--- config.mk ---
export PLATFORM = sky130hd
export DESIGN_NAME = stse_ctrl
export DESIGN_NICKNAME = d
export VERILOG_FILES = /design/src/design/stse_pkg.sv /design/src/design/stse_ctrl.sv
export VERILOG_INCLUDE_DIRS = /design/src /design/src/design
export SDC_FILE = /design/constraint.sdc
export NUM_CORES = 1
export LEC_CHECK = 0
export BUFFER_PORTS_ARGS = -buffer_cell sky130_fd_sc_hd__buf_4
export CAP_MARGIN = 20
export CORE_UTILIZATION = 44
export CTS_CLUSTER_SIZE = 8
export DETAILED_ROUTE_END_ITERATION = 8
export GPL_ROUTABILITY_DRIVEN = 0
export PLACE_DENSITY = 0.75
export SYNTH_ARGS = -nofsm -noshare
export SYNTH_HDL_FRONTEND = slang
export SYNTH_SLANG_ARGS = --single-unit
--- constraint.sdc ---
create_clock -name clk -period 1.7 [get_ports clk]
set_input_delay 0.34 -clock clk [delete_from_list [all_inputs] [get_ports clk]]
set_output_delay 0.34 -clock clk [all_outputs]
set_load 0.1 [all_outputs]
--- src/design/sorted_table_search_engine_macros.svh ---
`ifndef SORTED_TABLE_SEARCH_ENGINE_MACROS_SVH
`define SORTED_TABLE_SEARCH_ENGINE_MACROS_SVH

// concurrent property check, sampled on clk, off during reset
`define STSE_ASSERT(lbl, prop, msg) \
	lbl: assert property (@(posedge clk) disable iff (!arst_n) prop) else $error(msg);

// follow-on check: post must hold in the cycle after pre
`define STSE_ASSERT_NEXT(lbl, pre, post, msg) \
	lbl: assert property (@(posedge clk) disable iff (!arst_n) pre |=> post) else $error(msg);

`endif

--- src/design/stse_pkg.sv ---
package stse_pkg;

	localparam int WORD_BITS = 32;
	localparam int DEPTH_DEF = 128;
	localparam int PW        = 11;
	localparam int FIB_LEN   = 15;

	localparam logic [2:0] MODE_SEQ  = 3'd0;
	localparam logic [2:0] MODE_BACK = 3'd1;
	localparam logic [2:0] MODE_BIN  = 3'd2;
	localparam logic [2:0] MODE_INT  = 3'd3;
	localparam logic [2:0] MODE_FIB  = 3'd4;

	localparam logic REG_MODE  = 1'b0;
	localparam logic REG_COUNT = 1'b1;

	localparam logic ACT_WRITE  = 1'b0;
	localparam logic ACT_SEARCH = 1'b1;

	typedef struct packed {
		logic                        action;
		logic [7:0]                  position;
		logic signed [WORD_BITS-1:0] word;
	} in_item_t;

	typedef struct packed {
		logic       result_kind;
		logic [7:0] found_position;
	} out_item_t;

	typedef enum logic [4:0] {
		OP_NOP, OP_WRITE, OP_START, OP_SEQ, OP_HIT_TAG, OP_BIN_PROBE, OP_NARROW,
		OP_HIT_MID, OP_FIB_K, OP_FIB_PROBE, OP_RD_LOW, OP_RD_HIGH, OP_INT_SETUP,
		OP_MUL, OP_HALVE, OP_DIV_INIT, OP_DIV_STEP, OP_INT_MID, OP_RD_MID, OP_OUT
	} dp_op_t;

	typedef struct packed {
		dp_op_t op;
	} ctl_cmd_t;

	typedef struct packed {
		logic n_zero;
		logic lh_ok;
		logic eq;
		logic seq_hit;
		logic seq_end;
		logic fib_k_done;
		logic k_pos;
		logic int_out;
		logic int_simple;
		logic ovf;
		logic den_zero;
		logic div_last;
		logic out_full;
	} ctl_sts_t;

	function automatic logic [PW-1:0] fib_val(input logic [3:0] idx);
		logic [PW-1:0] v;
		unique case (idx)
			4'd0:  v = PW'(0);
			4'd1:  v = PW'(1);
			4'd2:  v = PW'(1);
			4'd3:  v = PW'(2);
			4'd4:  v = PW'(3);
			4'd5:  v = PW'(5);
			4'd6:  v = PW'(8);
			4'd7:  v = PW'(13);
			4'd8:  v = PW'(21);
			4'd9:  v = PW'(34);
			4'd10: v = PW'(55);
			4'd11: v = PW'(89);
			4'd12: v = PW'(144);
			4'd13: v = PW'(233);
			4'd14: v = PW'(377);
			default: v = PW'(0);
		endcase
		return v;
	endfunction

endpackage

--- src/design/stse_ctrl.sv ---
`include "sorted_table_search_engine_macros.svh"

module stse_ctrl (
	input  logic               clk,
	input  logic               arst_n,
	input  logic               in_valid,
	input  logic               in_action,
	output logic               in_ready,
	input  logic               out_ready,
	input  logic [2:0]         mode,
	input  stse_pkg::ctl_sts_t sts,
	output stse_pkg::ctl_cmd_t cmd
);
	import stse_pkg::*;

	typedef enum logic [3:0] {
		S_IDLE, S_FIN, S_SEQ, S_BPROBE, S_CMP, S_FK, S_FPROBE, S_ILOW, S_IHIGH,
		S_ICHK, S_IMUL, S_IOVF, S_IDIV, S_IMID, S_IPROBE
	} state_t;

	state_t state_q, state_d;

	assign in_ready = (state_q == S_IDLE);

	always_comb begin
		state_d = state_q;
		cmd.op  = OP_NOP;
		unique case (state_q)
			S_IDLE: begin
				if (in_valid) begin
					if (in_action == ACT_WRITE) begin
						cmd.op  = OP_WRITE;
						state_d = S_FIN;
					end else begin
						cmd.op = OP_START;
						if (sts.n_zero)
							state_d = S_FIN;
						else begin
							unique case (mode)
								MODE_SEQ, MODE_BACK: state_d = S_SEQ;
								MODE_BIN:            state_d = S_BPROBE;
								MODE_INT:            state_d = S_ILOW;
								MODE_FIB:            state_d = S_FK;
								default:             state_d = S_FIN;
							endcase
						end
					end
				end
			end
			S_SEQ: begin
				priority if (sts.seq_hit) begin
					cmd.op  = OP_HIT_TAG;
					state_d = S_FIN;
				end else if (sts.seq_end)
					state_d = S_FIN;
				else
					cmd.op = OP_SEQ;
			end
			S_BPROBE: begin
				if (!sts.lh_ok)
					state_d = S_FIN;
				else begin
					cmd.op  = OP_BIN_PROBE;
					state_d = S_CMP;
				end
			end
			S_CMP: begin
				if (sts.eq) begin
					cmd.op  = OP_HIT_MID;
					state_d = S_FIN;
				end else begin
					cmd.op = OP_NARROW;
					unique case (mode)
						MODE_INT: state_d = S_ILOW;
						MODE_FIB: state_d = S_FPROBE;
						default:  state_d = S_BPROBE;
					endcase
				end
			end
			S_FK: begin
				if (sts.fib_k_done)
					state_d = S_FPROBE;
				else
					cmd.op = OP_FIB_K;
			end
			S_FPROBE: begin
				if (!(sts.lh_ok && sts.k_pos))
					state_d = S_FIN;
				else begin
					cmd.op  = OP_FIB_PROBE;
					state_d = S_CMP;
				end
			end
			S_ILOW: begin
				if (!sts.lh_ok)
					state_d = S_FIN;
				else begin
					cmd.op  = OP_RD_LOW;
					state_d = S_IHIGH;
				end
			end
			S_IHIGH: begin
				cmd.op  = OP_RD_HIGH;
				state_d = S_ICHK;
			end
			S_ICHK: begin
				cmd.op = OP_INT_SETUP;
				priority if (sts.int_out)
					state_d = S_FIN;
				else if (sts.int_simple)
					state_d = S_IPROBE;
				else
					state_d = S_IMUL;
			end
			S_IMUL: begin
				cmd.op  = OP_MUL;
				state_d = S_IOVF;
			end
			S_IOVF: begin
				priority if (sts.ovf) begin
					cmd.op  = OP_HALVE;
					state_d = S_IMUL;
				end else if (sts.den_zero)
					state_d = S_IPROBE;
				else begin
					cmd.op  = OP_DIV_INIT;
					state_d = S_IDIV;
				end
			end
			S_IDIV: begin
				cmd.op = OP_DIV_STEP;
				if (sts.div_last)
					state_d = S_IMID;
			end
			S_IMID: begin
				cmd.op  = OP_INT_MID;
				state_d = S_IPROBE;
			end
			S_IPROBE: begin
				cmd.op  = OP_RD_MID;
				state_d = S_CMP;
			end
			S_FIN: begin
				if (!sts.out_full || out_ready) begin
					cmd.op  = OP_OUT;
					state_d = S_IDLE;
				end
			end
			default: state_d = S_IDLE;
		endcase
	end

	always_ff @(posedge clk or negedge arst_n) begin
		if (!arst_n)
			state_q <= S_IDLE;
		else
			state_q <= state_d;
	end

	`STSE_ASSERT_NEXT(a_busy_after_take, (in_valid && in_ready), !in_ready, "took a second item")
	`STSE_ASSERT(a_out_slot_free, (cmd.op == OP_OUT) |-> (!sts.out_full || out_ready), "result overrun")
	`STSE_ASSERT_NEXT(a_div_ends, (state_q == S_IDIV && sts.div_last), (state_q == S_IMID), "divide did not end")

endmodule

==> impl_metrics.json <==
{
  "die_y_microns": 44.9,
  "setup_viol": 9,
  "hold_viol_final": 0,
  "cp_data_required_time_ps": 1360,
  "start_util_pct": 47.0,
  "end_kind": "output pin",
  "clock_latency_ps": 250,
  "async_flop_share_pct": 100,
  "timing.fmax_mhz": 446,
  "dr.pass1.iters": 4,
  "leakage_uw": 0.000732,
  "dr.first_iter.drc_count": 178,
  "cts_buffers": 3,
  "track_usage_pct": 40.8,
  "wl_microns": 5060,
  "synth_cells": 110,
  "status": "finished, violations left",
  "drc": 0,
  "synth_fp_nets": 131,
  "dp.cells": 189,
  "timing.hold.worst.class": "primary input to asynchronous set/reset pin",
  "rsz0062_at_grt": "yes",
  "top_layer_used": "met4",
  "finalNetCount": 203,
  "period_share_pct": 132,
  "clock-skew-final_ps": 3.14,
  "fin_cells": 206,
  "dr_wl_met2_microns": 2260,
  "yosysUniqueCellTypes": 48,
  "cts.path.max_buffers": 2,
  "grt_overflow_total": 0,
  "crit_arrival_ps": 1900,
  "synth_edf_count": 0,
  "ys_ff_latch": 4,
  "start_kind": "flip-flop",
  "ys.flop_type": "dfrtp_1",
  "finalWorstSetupSlack_ps": -544,
  "ys_seq_area_share_pct": 12.3,
  "tightest_slew_ps": 391,
  "wire_per_inst_microns": 24.6,
  "antenna_found_initial": 0,
  "cts_tree": "yes",
  "dieWidth_microns": 44.9,
  "path_class": "flip-flop to output pin",
  "grt_max_degree": 13,
  "port_buffers": 26,
  "antenna_cells": 0,
  "maxCapViolCount": 0,
  "largest_register_ff_count": 4,
  "grt_pass1_vias": 1257,
  "top_register": "state_q",
  "vias": 1453,
  "worst-r2r-cell-count": 7,
  "wl_met1_microns": 1680,
  "min_period_ps": 2240,
  "setup_tns_ps": -2780,
  "ant_nets": 0,
  "clkTransAtPathRegs_ps": 50,
  "htreeDepth": 1,
  "peakVddDrop_mv": 1.51,
  "largestRegisters": "state_q x4",
  "netlist_area_sq_um": 811,
  "drive_above_1_share_pct": 62.4,
  "max_slew_margin_pct": 73.9,
  "dieArea_sq_um": 2020,
  "area_growth_pct": 102,
  "ys.warnings.count": 0,
  "io-pin-count": 27,
  "num_rows": 15,
  "wl_met3_microns": 633,
  "dp.final_hpwl_microns": 2340,
  "grt_pass1_wl_microns": 5910,
  "most-common-layout-cells": "buf_4 (61), buf_6 (8), o21ai_0 (6), nand2_1 (6)",
  "layout_commonest_cell": "buf_4",
  "cp_max_fo": 6,
  "syn_area_per_cell_sq_um": 7.37,
  "utilization_pct": 94.9,
  "power.density_nw_per_um2": 1290,
  "cts_root_buf": "clkbuf_4",
  "cts_sinks": 4,
  "violations": "setup timing",
  "core_sq_um": 1730,
  "vias_per_cell": 7.05,
  "finalMaxSlewViolations": 0
}
stage by stage:
| stage | total power [uW] | instance area, sq um | hold WS, ps | setup slack [ps] |
|---|---|---|---|---|
| 6_report | 2120 | 1640 | 463 | -544 |
| 4_1_cts | 1830 | 1510 | 427 | -373 |
| 3_3_place_gp | 1410 | 1290 | 139 | -295 |
| 5_1_grt | 2150 | 1640 | 462 | -614 |
| 3_5_place_dp | 1440 | 1290 | 143 | -318 |
| 2_1_floorplan | 987 | 860 | 44.4 | -932 |
Yosys cell counts (4+ instances only):
cell	number	share of area, %
o21ai_0	9	5.6
nand2_1	8	3.7
inv_1	7	3.2
nor2_1	6	2.8
a21oi_1	5	3.1
nand2b_1	5	3.9
dfrtp_1	4	12
nor2b_1	4	3.1
o21ai_1	4	2.5
power breakdown:
part | total, uW | internal [uW] | switching (uW)
logic | 1800 | 787 | 1020
clock network | 146 | 89.3 | 57.0
registers | 172 | 116 | 56.0
total | 2120 | 992 | 1130
layer usage:
layer / track usage, % / up-vias
met5: 0 / -
met4: 21.8 / 0
met1: 50.0 / 656
li1: - / 563
met2: 65.2 / 164
met3: 10.4 / 70
layout make-up:
class                   instances  area (sq um)
multi-input cells              91           793
repair buffers                 75           653
flip-flops and latches          4           105
fillers                        55          87.6
well taps                      25          31.3
inverters                       7          30.0
clock buffers                   4          26.3
what timing repair did:
item,in CTS,in global routing
endpoints found under the setup margin,9,9
gates cloned,0,0
buffers inserted,6,6
resized for setup,35,19
pin swaps,5,7
hold endpoints to repair,4,0
hold buffers,1,0
cells by family (layout without fill, tap and decap cells):
group	Yosys count	in the layout	synth area share (%)
AOI/OAI and AO/OA	43	43	38.6
xor gates and xnor gates	1	1	1.08
buffers and inverters	15	86	10.6
DFF	4	4	12.3
muxes	1	1	1.23
and+or+nand+nor	46	46	36.1
final timing paths:
kind | startpoint | endpoint | slack (ps)
worst min-delay path | arst_n | state_q[3]$_DFFE_PN0P_ | 460
max in group asynchronous | arst_n | state_q[1]$_DFFE_PN0P_ | 1110
worst max register to register | state_q[1]$_DFFE_PN0P_ | state_q[2]$_DFFE_PN0P_ | -170
min in group clk | sts[5] | state_q[3]$_DFFE_PN0P_ | 480
worst max-delay path | state_q[1]$_DFFE_PN0P_ | cmd[0] | -540
worst min register to register | state_q[2]$_DFFE_PN0P_ | state_q[2]$_DFFE_PN0P_ | 850
critical path, stage by stage (launching register included):
cell      delay (ps)
dfrtp_2          480
or4b_1           480
o21ai_1          180
a21boi_2         120
o211ai_1         130
buf_6            260
No activity file was read; power rests on OpenSTA's default activity.
